`config.mk`:
```
export PLATFORM = sky130hd
export DESIGN_NAME = date_day_offset_converter_top_flat
export DESIGN_NICKNAME = d
export VERILOG_FILES = /design/src/hdl/ddoc_pkg.sv /design/src/hdl/ddoc_if.sv /design/src/hdl/ddoc_ctrl.sv /design/src/hdl/ddoc_dp.sv /design/src/hdl/date_day_offset_converter_top.sv /design/src/flat_wrapper.sv
export SDC_FILE = /design/constraint.sdc
export NUM_CORES = 1
export LEC_CHECK = 0
export ABC_AREA = 1
export BUFFER_PORTS_ARGS = -buffer_cell sky130_fd_sc_hd__buf_4
export CAP_MARGIN = 5
export CELL_PAD_IN_SITES_DETAIL_PLACEMENT = 0
export CELL_PAD_IN_SITES_GLOBAL_PLACEMENT = 1
export CORE_AREA = 10 10 203 205
export CTS_CLUSTER_SIZE = 10
export DETAILED_ROUTE_END_ITERATION = 8
export DIE_AREA = 0 0 213 215
export PLACE_DENSITY = 0.56
export SKIP_CTS_REPAIR_TIMING = 1
export SLEW_MARGIN = 30
export SYNTH_ARGS = -nofsm -noshare
export SYNTH_HDL_FRONTEND = slang
export SYNTH_SLANG_ARGS = --single-unit
export TNS_END_PERCENT = 30
```
`constraint.sdc`:
```
create_clock -name clk -period 3.7 [get_ports clk]
set_clock_uncertainty 0.1 [all_clocks]
set_input_delay 0.74 -clock clk [delete_from_list [all_inputs] [get_ports clk]]
set_output_delay 0.74 -clock clk [all_outputs]
set_load 0.03 [all_outputs]
```
`src/hdl/ddoc_pkg.sv`:
```
// ---------------------------------------------------------------------------
// ddoc_pkg - shared definitions for the date day-offset converter
// Calendar constants, serial-number span, controller state type and the
// command/status bundles passed between controller and datapath.
// ---------------------------------------------------------------------------
package ddoc_pkg;

  // Supported calendar span and the substitute for an out-of-range year
  localparam int FIRST_YEAR  = 1900;
  localparam int LAST_YEAR   = 2099;
  localparam int REPAIR_YEAR = 2000;
  localparam int REPAIR_EFF  = (REPAIR_YEAR >= FIRST_YEAR && REPAIR_YEAR <= LAST_YEAR) ?
                               REPAIR_YEAR : FIRST_YEAR;

  // Days in years 1..n, worked out at elaboration
  localparam int N_BASE      = FIRST_YEAR - 1;
  localparam int DAYS_BASE   = 365 * N_BASE + N_BASE / 4 - N_BASE / 100 + N_BASE / 400;
  localparam int DAYS_LAST   = 365 * LAST_YEAR + LAST_YEAR / 4 - LAST_YEAR / 100
                               + LAST_YEAR / 400;
  localparam int SERIAL_MAX  = DAYS_LAST - DAYS_BASE;

  // Year counter phases for the first year of the span
  localparam int FIRST_C100  = FIRST_YEAR % 100;
  localparam int FIRST_C400  = FIRST_YEAR % 400;

  // Field widths
  localparam int YEAR_W      = 12;
  localparam int MON_W       = 4;
  localparam int DAY_W       = 5;
  localparam int OFF_W       = 18;
  localparam int SER_OUT_W   = 17;
  localparam int SER_W       = $clog2(SERIAL_MAX + 1);
  localparam int SUM_W       = ((SER_W > OFF_W) ? SER_W : OFF_W) + 2;
  localparam int YLEN_W      = 9;

  localparam logic [YLEN_W-1:0] DAYS_COMMON = YLEN_W'(365);
  localparam logic [YLEN_W-1:0] DAYS_LEAP   = YLEN_W'(366);

  // Month codes
  localparam logic [MON_W-1:0] MON_JAN = 4'd1;
  localparam logic [MON_W-1:0] MON_FEB = 4'd2;
  localparam logic [MON_W-1:0] MON_APR = 4'd4;
  localparam logic [MON_W-1:0] MON_JUN = 4'd6;
  localparam logic [MON_W-1:0] MON_SEP = 4'd9;
  localparam logic [MON_W-1:0] MON_NOV = 4'd11;
  localparam logic [MON_W-1:0] MON_DEC = 4'd12;

  typedef enum logic [3:0] {
    S_IDLE,
    S_YFWD,
    S_DFIX,
    S_MFWD,
    S_ADDD,
    S_SUM,
    S_YBACK,
    S_MBACK,
    S_DONE
  } state_t;

  typedef struct packed {
    logic load_in;    // capture and repair a new transaction
    logic yr_init;    // restart year walk at the first year
    logic yr_fwd;     // add year length, advance year
    logic fix_day;    // repair the day against the month length
    logic mon_init;   // restart month walk at January
    logic mon_fwd;    // add month length, advance month
    logic add_day;    // finish the input serial
    logic do_sum;     // add offset and clamp
    logic yr_back;    // take year length off the remainder, advance year
    logic mon_back;   // take month length off the remainder, advance month
    logic load_out;   // move the finished result to the output register
  } dp_cmd_t;

  typedef struct packed {
    logic yr_lt;       // walk year still below the requested year
    logic mon_lt;      // walk month still below the requested month
    logic rem_gt_ylen; // remainder spans past the current year
    logic rem_gt_mlen; // remainder spans past the current month
    logic out_full;    // output register holds an untaken result
  } dp_sts_t;

  function automatic logic [DAY_W-1:0] month_days(input logic [MON_W-1:0] m,
                                                  input logic leap);
    logic [DAY_W-1:0] len;
    case (m) inside
      MON_FEB:                          len = leap ? 5'd29 : 5'd28;
      MON_APR, MON_JUN, MON_SEP, MON_NOV: len = 5'd30;
      default:                          len = 5'd31;
    endcase
    return len;
  endfunction

endpackage

```
`src/hdl/ddoc_if.sv`:
```
// ---------------------------------------------------------------------------
// ddoc_if - handshake channels of the date day-offset converter
// Input channel carries the requested date and offset; output channel the
// serials and the shifted date.
// ---------------------------------------------------------------------------
interface ddoc_in_if import ddoc_pkg::*; ();
  logic                    valid;
  logic                    ready;
  logic [YEAR_W-1:0]       year_in;
  logic [MON_W-1:0]        month_in;
  logic [DAY_W-1:0]        day_in;
  logic signed [OFF_W-1:0] day_offset;

  modport source (output valid, year_in, month_in, day_in, day_offset, input ready);
  modport sink   (input valid, year_in, month_in, day_in, day_offset, output ready);
endinterface

interface ddoc_out_if import ddoc_pkg::*; ();
  logic                 valid;
  logic                 ready;
  logic [SER_OUT_W-1:0] in_serial;
  logic [YEAR_W-1:0]    out_year;
  logic [MON_W-1:0]     out_month;
  logic [DAY_W-1:0]     out_day;
  logic [SER_OUT_W-1:0] out_serial;

  modport source (output valid, in_serial, out_year, out_month, out_day, out_serial,
                  input ready);
  modport sink   (input valid, in_serial, out_year, out_month, out_day, out_serial,
                  output ready);
endinterface

```
`src/hdl/ddoc_ctrl.sv`:
```
// ---------------------------------------------------------------------------
// ddoc_ctrl - sequencing controller
// Steps one transaction through the year and month walks of the datapath.
// ---------------------------------------------------------------------------
module ddoc_ctrl import ddoc_pkg::*; (
  input  logic    clk,
  input  logic    rst_n,
  input  logic    in_valid,
  output logic    in_ready,
  input  dp_sts_t sts,
  output dp_cmd_t cmd
);

  state_t state_r;
  state_t state_nxt;

  always_ff @(posedge clk) begin
    if (!rst_n) begin
      state_r <= S_IDLE;
    end else begin
      state_r <= state_nxt;
    end
  end

  always_comb begin
    state_nxt = state_r;
    unique case (state_r)
      S_IDLE:  if (in_valid) state_nxt = S_YFWD;
      S_YFWD:  if (!sts.yr_lt) state_nxt = S_DFIX;
      S_DFIX:  state_nxt = S_MFWD;
      S_MFWD:  if (!sts.mon_lt) state_nxt = S_ADDD;
      S_ADDD:  state_nxt = S_SUM;
      S_SUM:   state_nxt = S_YBACK;
      S_YBACK: if (!sts.rem_gt_ylen) state_nxt = S_MBACK;
      S_MBACK: if (!sts.rem_gt_mlen) state_nxt = S_DONE;
      S_DONE:  if (!sts.out_full) state_nxt = S_IDLE;
      default: state_nxt = S_IDLE;
    endcase
  end

  always_comb begin
    cmd      = '0;
    in_ready = 1'b0;
    unique case (state_r)
      S_IDLE: begin
        in_ready = 1'b1;
        if (in_valid) begin
          cmd.load_in = 1'b1;
          cmd.yr_init = 1'b1;
        end
      end
      S_YFWD: begin
        cmd.yr_fwd = sts.yr_lt;
      end
      S_DFIX: begin
        cmd.fix_day  = 1'b1;
        cmd.mon_init = 1'b1;
      end
      S_MFWD: begin
        cmd.mon_fwd = sts.mon_lt;
      end
      S_ADDD: begin
        cmd.add_day = 1'b1;
      end
      S_SUM: begin
        cmd.do_sum  = 1'b1;
        cmd.yr_init = 1'b1;
      end
      S_YBACK: begin
        cmd.yr_back  = sts.rem_gt_ylen;
        cmd.mon_init = !sts.rem_gt_ylen;
      end
      S_MBACK: begin
        cmd.mon_back = sts.rem_gt_mlen;
      end
      S_DONE: begin
        cmd.load_out = !sts.out_full;
      end
      default: begin
        cmd = '0;
      end
    endcase
  end

endmodule

```
`src/hdl/ddoc_dp.sv`:
```
// ---------------------------------------------------------------------------
// ddoc_dp - datapath
// Input capture and repair, year/month walk counters, serial accumulator,
// offset adder with clamp, and the output register.
// ---------------------------------------------------------------------------
module ddoc_dp import ddoc_pkg::*; (
  input  logic                    clk,
  input  logic                    rst_n,
  input  dp_cmd_t                 cmd,
  output dp_sts_t                 sts,
  input  logic [YEAR_W-1:0]       year_in,
  input  logic [MON_W-1:0]        month_in,
  input  logic [DAY_W-1:0]        day_in,
  input  logic signed [OFF_W-1:0] day_offset,
  output logic                    out_valid,
  input  logic                    out_ready,
  output logic [SER_OUT_W-1:0]    in_serial,
  output logic [YEAR_W-1:0]       out_year,
  output logic [MON_W-1:0]        out_month,
  output logic [DAY_W-1:0]        out_day,
  output logic [SER_OUT_W-1:0]    out_serial
);

  // Captured, repaired transaction
  logic [YEAR_W-1:0]       y_r;
  logic [MON_W-1:0]        m_r;
  logic [DAY_W-1:0]        d_r;
  logic signed [OFF_W-1:0] off_r;

  // Walk counters and accumulator
  logic [YEAR_W-1:0] yr_r;
  logic [6:0]        c100_r;
  logic [8:0]        c400_r;
  logic [MON_W-1:0]  mon_r;
  logic [SER_W-1:0]  acc_r;
  logic [SER_W-1:0]  s_in_r;
  logic [SER_W-1:0]  sum_r;

  // Output register
  logic                 out_valid_r;
  logic [SER_OUT_W-1:0] o_in_serial_r;
  logic [YEAR_W-1:0]    o_year_r;
  logic [MON_W-1:0]     o_month_r;
  logic [DAY_W-1:0]     o_day_r;
  logic [SER_OUT_W-1:0] o_serial_r;

  logic                    leap;
  logic [YLEN_W-1:0]       ylen;
  logic [DAY_W-1:0]        mlen;
  logic [DAY_W-1:0]        dfix_len;
  logic [YEAR_W-1:0]       y_fix;
  logic [MON_W-1:0]        m_fix;
  logic signed [SUM_W-1:0] sum_raw;
  logic [SER_W-1:0]        sum_clamp;

  function automatic logic signed [SUM_W-1:0] day_offset_ext(
      input logic signed [OFF_W-1:0] v);
    return {{(SUM_W-OFF_W){v[OFF_W-1]}}, v};
  endfunction

  // Leap rule from the running year counters
  assign leap     = ((yr_r[1:0] == 2'b00) && (c100_r != 7'd0)) || (c400_r == 9'd0);
  assign ylen     = leap ? DAYS_LEAP : DAYS_COMMON;
  assign mlen     = month_days(mon_r, leap);
  assign dfix_len = month_days(m_r, leap);

  assign y_fix = ((year_in < YEAR_W'(FIRST_YEAR)) || (year_in > YEAR_W'(LAST_YEAR))) ?
                 YEAR_W'(REPAIR_EFF) : year_in;
  assign m_fix = ((month_in == 4'd0) || (month_in > MON_DEC)) ? MON_JAN : month_in;

  assign sum_raw = $signed({{(SUM_W-SER_W){1'b0}}, s_in_r})
                 + SUM_W'(day_offset_ext(off_r));

  always_comb begin
    if (sum_raw < $signed(SUM_W'(1))) begin
      sum_clamp = SER_W'(1);
    end else if (sum_raw > $signed(SUM_W'(SERIAL_MAX))) begin
      sum_clamp = SER_W'(SERIAL_MAX);
    end else begin
      sum_clamp = sum_raw[SER_W-1:0];
    end
  end

  always_comb begin
    sts.yr_lt       = yr_r < y_r;
    sts.mon_lt      = mon_r < m_r;
    sts.rem_gt_ylen = (acc_r > SER_W'(ylen)) && (yr_r < YEAR_W'(LAST_YEAR));
    sts.rem_gt_mlen = (acc_r > SER_W'(mlen)) && (mon_r < MON_DEC);
    sts.out_full    = out_valid_r && !out_ready;
  end

  // Payload and walk registers
  always_ff @(posedge clk) begin
    if (cmd.load_in) begin
      y_r   <= y_fix;
      m_r   <= m_fix;
      d_r   <= day_in;
      off_r <= day_offset;
      acc_r <= '0;
    end
    if (cmd.yr_init) begin
      yr_r   <= YEAR_W'(FIRST_YEAR);
      c100_r <= 7'(FIRST_C100);
      c400_r <= 9'(FIRST_C400);
    end else if (cmd.yr_fwd || cmd.yr_back) begin
      yr_r   <= yr_r + 1'b1;
      c100_r <= (c100_r == 7'd99)  ? 7'd0 : c100_r + 1'b1;
      c400_r <= (c400_r == 9'd399) ? 9'd0 : c400_r + 1'b1;
    end
    if (cmd.yr_fwd) begin
      acc_r <= acc_r + SER_W'(ylen);
    end
    if (cmd.yr_back) begin
      acc_r <= acc_r - SER_W'(ylen);
    end
    if (cmd.fix_day) begin
      if ((d_r == 5'd0) || (d_r > dfix_len)) begin
        d_r <= 5'd1;
      end
    end
    if (cmd.mon_init) begin
      mon_r <= MON_JAN;
    end else if (cmd.mon_fwd || cmd.mon_back) begin
      mon_r <= mon_r + 1'b1;
    end
    if (cmd.mon_fwd) begin
      acc_r <= acc_r + SER_W'(mlen);
    end
    if (cmd.mon_back) begin
      acc_r <= acc_r - SER_W'(mlen);
    end
    if (cmd.add_day) begin
      s_in_r <= acc_r + SER_W'(d_r);
    end
    if (cmd.do_sum) begin
      sum_r <= sum_clamp;
      acc_r <= sum_clamp;
    end
  end

  // Output register: hold until taken, reload in the cycle it drains
  always_ff @(posedge clk) begin
    if (!rst_n) begin
      out_valid_r <= 1'b0;
    end else if (cmd.load_out) begin
      out_valid_r <= 1'b1;
    end else if (out_ready) begin
      out_valid_r <= 1'b0;
    end
  end

  always_ff @(posedge clk) begin
    if (cmd.load_out) begin
      o_in_serial_r <= SER_OUT_W'(s_in_r);
      o_year_r      <= yr_r;
      o_month_r     <= mon_r;
      o_day_r       <= acc_r[DAY_W-1:0];
      o_serial_r    <= SER_OUT_W'(sum_r);
    end
  end

  assign out_valid  = out_valid_r;
  assign in_serial  = o_in_serial_r;
  assign out_year   = o_year_r;
  assign out_month  = o_month_r;
  assign out_day    = o_day_r;
  assign out_serial = o_serial_r;

endmodule

```
`src/hdl/date_day_offset_converter_top.sv`:
```
// ---------------------------------------------------------------------------
// date_day_offset_converter_top - Gregorian date shifter
// Repairs a date, gives its serial day number, adds a signed day offset and
// converts the clamped sum back to a date.
// ---------------------------------------------------------------------------
// Usage:
//   in_ch  : one transaction carries year_in, month_in, day_in, day_offset.
//   out_ch : one transaction carries in_serial (repaired input date, day 1 is
//            1900-01-01), out_year, out_month, out_day and out_serial.
//   Every input transaction yields exactly one output transaction, in order.
// Timing:
//   A transaction walks years up from the first year to the repaired year
//   (one year per cycle), then months up to the repaired month, then walks
//   the clamped sum down by years and by months. One transaction is in
//   flight at a time; the sequencer returns to idle to accept the next.
// Reset:
//   rst_n is synchronous, active low; it empties the output register and
//   returns the sequencer to idle. No calendar state survives a transaction.
// Stall:
//   A finished result waits in the output register while in_ch stays open,
//   so the next transaction runs meanwhile; if its result is ready before
//   the previous one is taken, the sequencer holds until the register frees.
// ---------------------------------------------------------------------------
module date_day_offset_converter_top import ddoc_pkg::*; (
  input  logic       clk,
  input  logic       rst_n,
  ddoc_in_if.sink    in_ch,
  ddoc_out_if.source out_ch
);

  dp_cmd_t cmd;
  dp_sts_t sts;
  logic    in_ready;

  // Sequencer: walks one transaction through the datapath
  ddoc_ctrl u_ctrl (
    .clk      (clk),
    .rst_n    (rst_n),
    .in_valid (in_ch.valid),
    .in_ready (in_ready),
    .sts      (sts),
    .cmd      (cmd)
  );

  assign in_ch.ready = in_ready;

  // Datapath: repair, accumulate, clamp and hold the result
  ddoc_dp u_dp (
    .clk        (clk),
    .rst_n      (rst_n),
    .cmd        (cmd),
    .sts        (sts),
    .year_in    (in_ch.year_in),
    .month_in   (in_ch.month_in),
    .day_in     (in_ch.day_in),
    .day_offset (in_ch.day_offset),
    .out_valid  (out_ch.valid),
    .out_ready  (out_ch.ready),
    .in_serial  (out_ch.in_serial),
    .out_year   (out_ch.out_year),
    .out_month  (out_ch.out_month),
    .out_day    (out_ch.out_day),
    .out_serial (out_ch.out_serial)
  );

endmodule
```
`src/flat_wrapper.sv`:
```
// flat-port wrapper written by rule: the top's interface ports become plain ports
module date_day_offset_converter_top_flat import ddoc_pkg::*;
  (clk, rst_n, in_ch_valid, in_ch_year_in, in_ch_month_in, in_ch_day_in, in_ch_day_offset, in_ch_ready, out_ch_valid, out_ch_in_serial, out_ch_out_year, out_ch_out_month, out_ch_out_day, out_ch_out_serial, out_ch_ready);
  ddoc_in_if in_ch_i ();
  ddoc_out_if out_ch_i ();
  input  logic clk;
  input  logic rst_n;
  input wire logic [$bits(in_ch_i.valid)-1:0] in_ch_valid;
  input wire logic [$bits(in_ch_i.year_in)-1:0] in_ch_year_in;
  input wire logic [$bits(in_ch_i.month_in)-1:0] in_ch_month_in;
  input wire logic [$bits(in_ch_i.day_in)-1:0] in_ch_day_in;
  input wire logic [$bits(in_ch_i.day_offset)-1:0] in_ch_day_offset;
  output wire logic [$bits(in_ch_i.ready)-1:0] in_ch_ready;
  output wire logic [$bits(out_ch_i.valid)-1:0] out_ch_valid;
  output wire logic [$bits(out_ch_i.in_serial)-1:0] out_ch_in_serial;
  output wire logic [$bits(out_ch_i.out_year)-1:0] out_ch_out_year;
  output wire logic [$bits(out_ch_i.out_month)-1:0] out_ch_out_month;
  output wire logic [$bits(out_ch_i.out_day)-1:0] out_ch_out_day;
  output wire logic [$bits(out_ch_i.out_serial)-1:0] out_ch_out_serial;
  input wire logic [$bits(out_ch_i.ready)-1:0] out_ch_ready;
  assign in_ch_i.valid = in_ch_valid;
  assign in_ch_i.year_in = in_ch_year_in;
  assign in_ch_i.month_in = in_ch_month_in;
  assign in_ch_i.day_in = in_ch_day_in;
  assign in_ch_i.day_offset = in_ch_day_offset;
  assign in_ch_ready = in_ch_i.ready;
  assign out_ch_valid = out_ch_i.valid;
  assign out_ch_in_serial = out_ch_i.in_serial;
  assign out_ch_out_year = out_ch_i.out_year;
  assign out_ch_out_month = out_ch_i.out_month;
  assign out_ch_out_day = out_ch_i.out_day;
  assign out_ch_out_serial = out_ch_i.out_serial;
  assign out_ch_i.ready = out_ch_ready;
  date_day_offset_converter_top u_core (.clk(clk), .rst_n(rst_n), .in_ch(in_ch_i), .out_ch(out_ch_i));
endmodule
```
==> results.txt <==
In the final routed layout, each cell accounts on average for approximately 16 microns. The area of combinational cells with multiple inputs is 5060 sq um. The setup slack of the critical path after layout is ~230 ps. The data arrival time of the critical path came out at 3580 ps. The largest fanout on the critical path is 9. The most frequently used flop master after synthesis is sky130_fd_sc_hd__edfxtp_1. The via count of the first global-routing pass came out at 9,010. The post-synthesis register bit count came out at 182.

The initial antenna violation count came out at 0. The number of clock sinks seen by CTS came out at about 180. Counting I/O delays and the setup requirement, the final critical path takes between 3000 and 4000 ps. In this run the remaining antenna-violating nets after routing total 0. The destination of the worst register-to-register timing path is u_core.u_dp.acc_r[6]. The maximum number of pins on one net before global-route repair came out at 56. The detail-routed via count per cell came out at 4.62. The die span in x is 213 microns. The most critical setup path has its endpoint at u_core.u_dp.acc_r[6]. The endpoint kind of the worst setup timing path is a register. The register cell area after layout came out at between 5000 and 6000 sq um.

The post-synthesis cell type with the largest combined area is sky130_fd_sc_hd__edfxtp_1. The final-layout fill cell count is ~3.9k. After detailed routing, the number of remaining DRC violations is 0. Across all hold checks on the routed design, the worst slack comes to about 320 ps. The share of the Yosys chip area taken by registers is 45.9%. The leakage component of the power came out at 5.80 nW.

The root buffer cell chosen for the clock tree is sky130_fd_sc_hd__clkbuf_16. The average cell area after synthesis came out at 8.50 sq um. For this block, the via count after detailed routing is 8,874. The count of flip-flops with a built-in enable after synthesis is 140. TritonCTS built the clock tree. The maximum achievable frequency is around 290 MHz. Setup repair after global routing could not meet its margin everywhere. The area overhead of the layout relative to synthesis is 20.4%. The post-route netlist has between 10% and 20% of its cells at a drive strength greater than 1.

The most critical setup path has its startpoint at u_core.u_dp.c100_r[0]. The transition at the pin with the smallest max-transition slack came out at 827 ps. The count of routing violations after the opening detailed-route iteration came out at 380. The sum of negative setup slack came out at 0 ps. The maximum VDD drop is approximately 0.00057 V.

The number of buffers inserted during clock tree synthesis is 17. Once layout is complete, the cells apart from fillers number 1,921. The number of cells traversed by the worst hold path came out at 0. Once placement completed, the tool counted placed cells totaling 1,887.

The total of warnings raised by yosys came out at 0. The final standard cell utilization of the core came out at 35.5%. The portion of synthesized cell area occupied by the leading cell type is 38.3%. The most frequent standard cell in the layout excluding fill and tap cells is sky130_fd_sc_hd__nand2_1.

The worst hold path belongs to the class register to register. The worst pin sits at a relative slew slack of 44.9%. The reg-to-reg setup timing slack is 230 ps. The final count of negative-setup-slack endpoints is 0. The count of unique library cells instantiated by Yosys came out at 57. The I/O pin count is 100. After clock tree synthesis, the clock-pin slew on the worst setup and hold paths is 80 ps.

The depth of the most critical reg-to-reg path is 20. By area the synthesized netlist is led by sky130_fd_sc_hd__edfxtp_1 38%, sky130_fd_sc_hd__nand2_1 9.4%, sky130_fd_sc_hd__dfxtp_1 7.7%, sky130_fd_sc_hd__inv_1 6.7%, sky130_fd_sc_hd__ha_1 6.4%. The synthesized instance count is around 1.3k. The post-synth net total came out at 1,397. The number of endpoints with negative hold slack in the final report was 0. The netlist area before placement came out at approximately 11,000 sq um. The tool flagged a number of max-cap violations equal to 0. The first-pass GRT wire length came out at 50.5 mm. The H-tree depth reported by CTS came out at 4.

The total global-route track usage came out at about 14%. The iteration count of the initial detailed-routing pass came out at 4. The kind of critical path is register to register. In this run the critical register-to-register path is launched from u_core.u_dp.c100_r[0]. The post-route fraction of the period consumed by the critical path came out at 93.7%. The final estimated routing congestion in global placement is 0.837. The top cell types in the final layout, fill and taps aside, are 271 x sky130_fd_sc_hd__nand2_1, 195 x sky130_fd_sc_hd__inv_1, 142 x sky130_fd_sc_hd__buf_4. The number of slew-limit violations in the final report is 0. The final HPWL from detailed placement came out at 24.6 mm. The total power per unit cell area is 820 nW/um^2. The final global-route overflow total is 0. The initialized floorplan defines slightly above 70 standard-cell rows. At the placement stage, the worst setup path has a slack of 18.6 ps. The clock latency reported for the late side of the worst-skew pair came out at 450 ps. The run finished with clean final reports. Counting flops with an async set or reset pin after synthesis yields a share of 0%. The initial standard-cell utilization of the core came out at 29.5%. STA classifies the critical path startpoint as a register. The maximum number of buffers from clock root to sink came out at 2. The port buffer count is 99. The floorplan step set the die height to 215 microns. The final antenna diode count is 0.

The placeable core area came out at 37,200 sq um. The number of nets in the layout is 1,539. The floorplan die area is 45,800 sq um. The aggregate routed wire length came out at approximately 32 mm. The required time of the worst setup path came out at 3810 ps.
-- stage by stage --
step / area, sq um / total power [W]
after floorplan: 11000 / 0.00713
after global routing: 13200 / 0.0118
after global placement: 12600 / 0.00901
after CTS: 13100 / 0.0109
after detailed placement: 12600 / 0.00900
final: 13200 / 0.0108
-- cell type report --
cell class | instances | area share (%)
Clock buffer | 17 | 3.22
Clock inverter | 15 | 1.21
Inverter | 207 | 5.94
Multi-Input combinational cell | 880 | 38.3
Sequential cell | 182 | 38.2
Tap cell | 474 | 4.49
Timing Repair Buffer | 146 | 8.67
-- cells by family after synthesis --
family,count (synthesis),share of synthesized area [%]
simple gates,579,23.4
compound gates,176,9.37
fa+ha+maj,62,7.47
xor+xnor,63,5.16
flops,182,45.9
buf+inv,230,8.61
-- worst min-delay path by stage --
| stage | to | from | slack, ps |
|---|---|---|---|
| 6_report | u_core.u_dp.out_serial[7] | u_core.u_dp.sum_r[7] | 320 |
| 5_1_grt | u_core.u_dp.out_serial[7] | u_core.u_dp.sum_r[7] | 330 |
| 4_1_cts | u_core.u_dp.out_serial[2] | u_core.u_dp.sum_r[2] | 320 |
| 3_5_place_dp | u_core.u_dp.out_serial[2] | u_core.u_dp.sum_r[2] | 300 |
| 3_3_place_gp | u_core.u_dp.out_serial[3] | u_core.u_dp.sum_r[3] | 300 |
| 2_1_floorplan | u_core.u_dp.out_serial[0] | u_core.u_dp.sum_r[0] | 300 |
-- registers in the layout, summed over array words and instances, names as in the netlist --
signal                  cells
u_core.u_dp.m_r             4
u_core.u_dp.out_serial     17
u_core.u_dp.out_year       12
u_core.u_dp.c400_r          9
u_core.u_dp.out_valid       1
u_core.u_dp.yr_r           12
u_core.u_dp.off_r          18
u_core.u_dp.c100_r          7
u_core.u_dp.acc_r          17
u_core.u_ctrl.state_r       4
u_core.u_dp.sum_r          17
u_core.u_dp.mon_r           4
u_core.u_dp.y_r            12
u_core.u_dp.out_day         5
u_core.u_dp.out_month       4
u_core.u_dp.in_serial      17
u_core.u_dp.s_in_r         17
u_core.u_dp.d_r             5
-- cells in the mapped netlist (24+ instances only) --
cell type	instances
sky130_fd_sc_hd__a21oi_1	79
sky130_fd_sc_hd__dfxtp_1	42
sky130_fd_sc_hd__nand2_1	275
sky130_fd_sc_hd__o21ai_0	40
sky130_fd_sc_hd__nor2_1	118
sky130_fd_sc_hd__nand4_1	34
sky130_fd_sc_hd__ha_1	56
sky130_fd_sc_hd__nand3_1	79
sky130_fd_sc_hd__nor3_1	24
sky130_fd_sc_hd__edfxtp_1	140
sky130_fd_sc_hd__inv_1	196
sky130_fd_sc_hd__xor2_1	55
-- critical path, cell delays in order (launching register included) --
cell and delay (ps):
sky130_fd_sc_hd__dfxtp_1 330, sky130_fd_sc_hd__inv_1 100, sky130_fd_sc_hd__ha_1 160, sky130_fd_sc_hd__nand2_1 60, sky130_fd_sc_hd__o41ai_2 230, sky130_fd_sc_hd__nand2_2 170, sky130_fd_sc_hd__ha_1 310, sky130_fd_sc_hd__inv_1 80
sky130_fd_sc_hd__a21oi_2 180, sky130_fd_sc_hd__nor2_1 80, sky130_fd_sc_hd__nor2_2 200, sky130_fd_sc_hd__o21ai_2 150, sky130_fd_sc_hd__nor2_4 170, sky130_fd_sc_hd__nand2_2 90, sky130_fd_sc_hd__nand3_2 110, sky130_fd_sc_hd__nor2_8 50
sky130_fd_sc_hd__buf_4 190, sky130_fd_sc_hd__a21oi_1 140, sky130_fd_sc_hd__nand2_1 80, sky130_fd_sc_hd__a21oi_1 140, sky130_fd_sc_hd__nand2_1 80
-- power by group --
part / internal, W / switching [W]
Sequential: 0.00300 / 0.000475
Clock: 0.000959 / 0.000904
Combinational: 0.00189 / 0.00362
-- routing by layer --
metal / global-route usage (%) / part of all wire (%) / wire length, microns / vias up
li1: - / - / - / 4615
met1: 18.2 / 47 / 14800 / 4095
met2: 23.6 / 48 / 15200 / 143
met3: 3.11 / 4.0 / 1250 / 21
met4: 3.26 / 1.0 / 323 / 0
met5: 0 / 0 / 0 / -
Note: power is estimated with default switching activity, not from simulation.
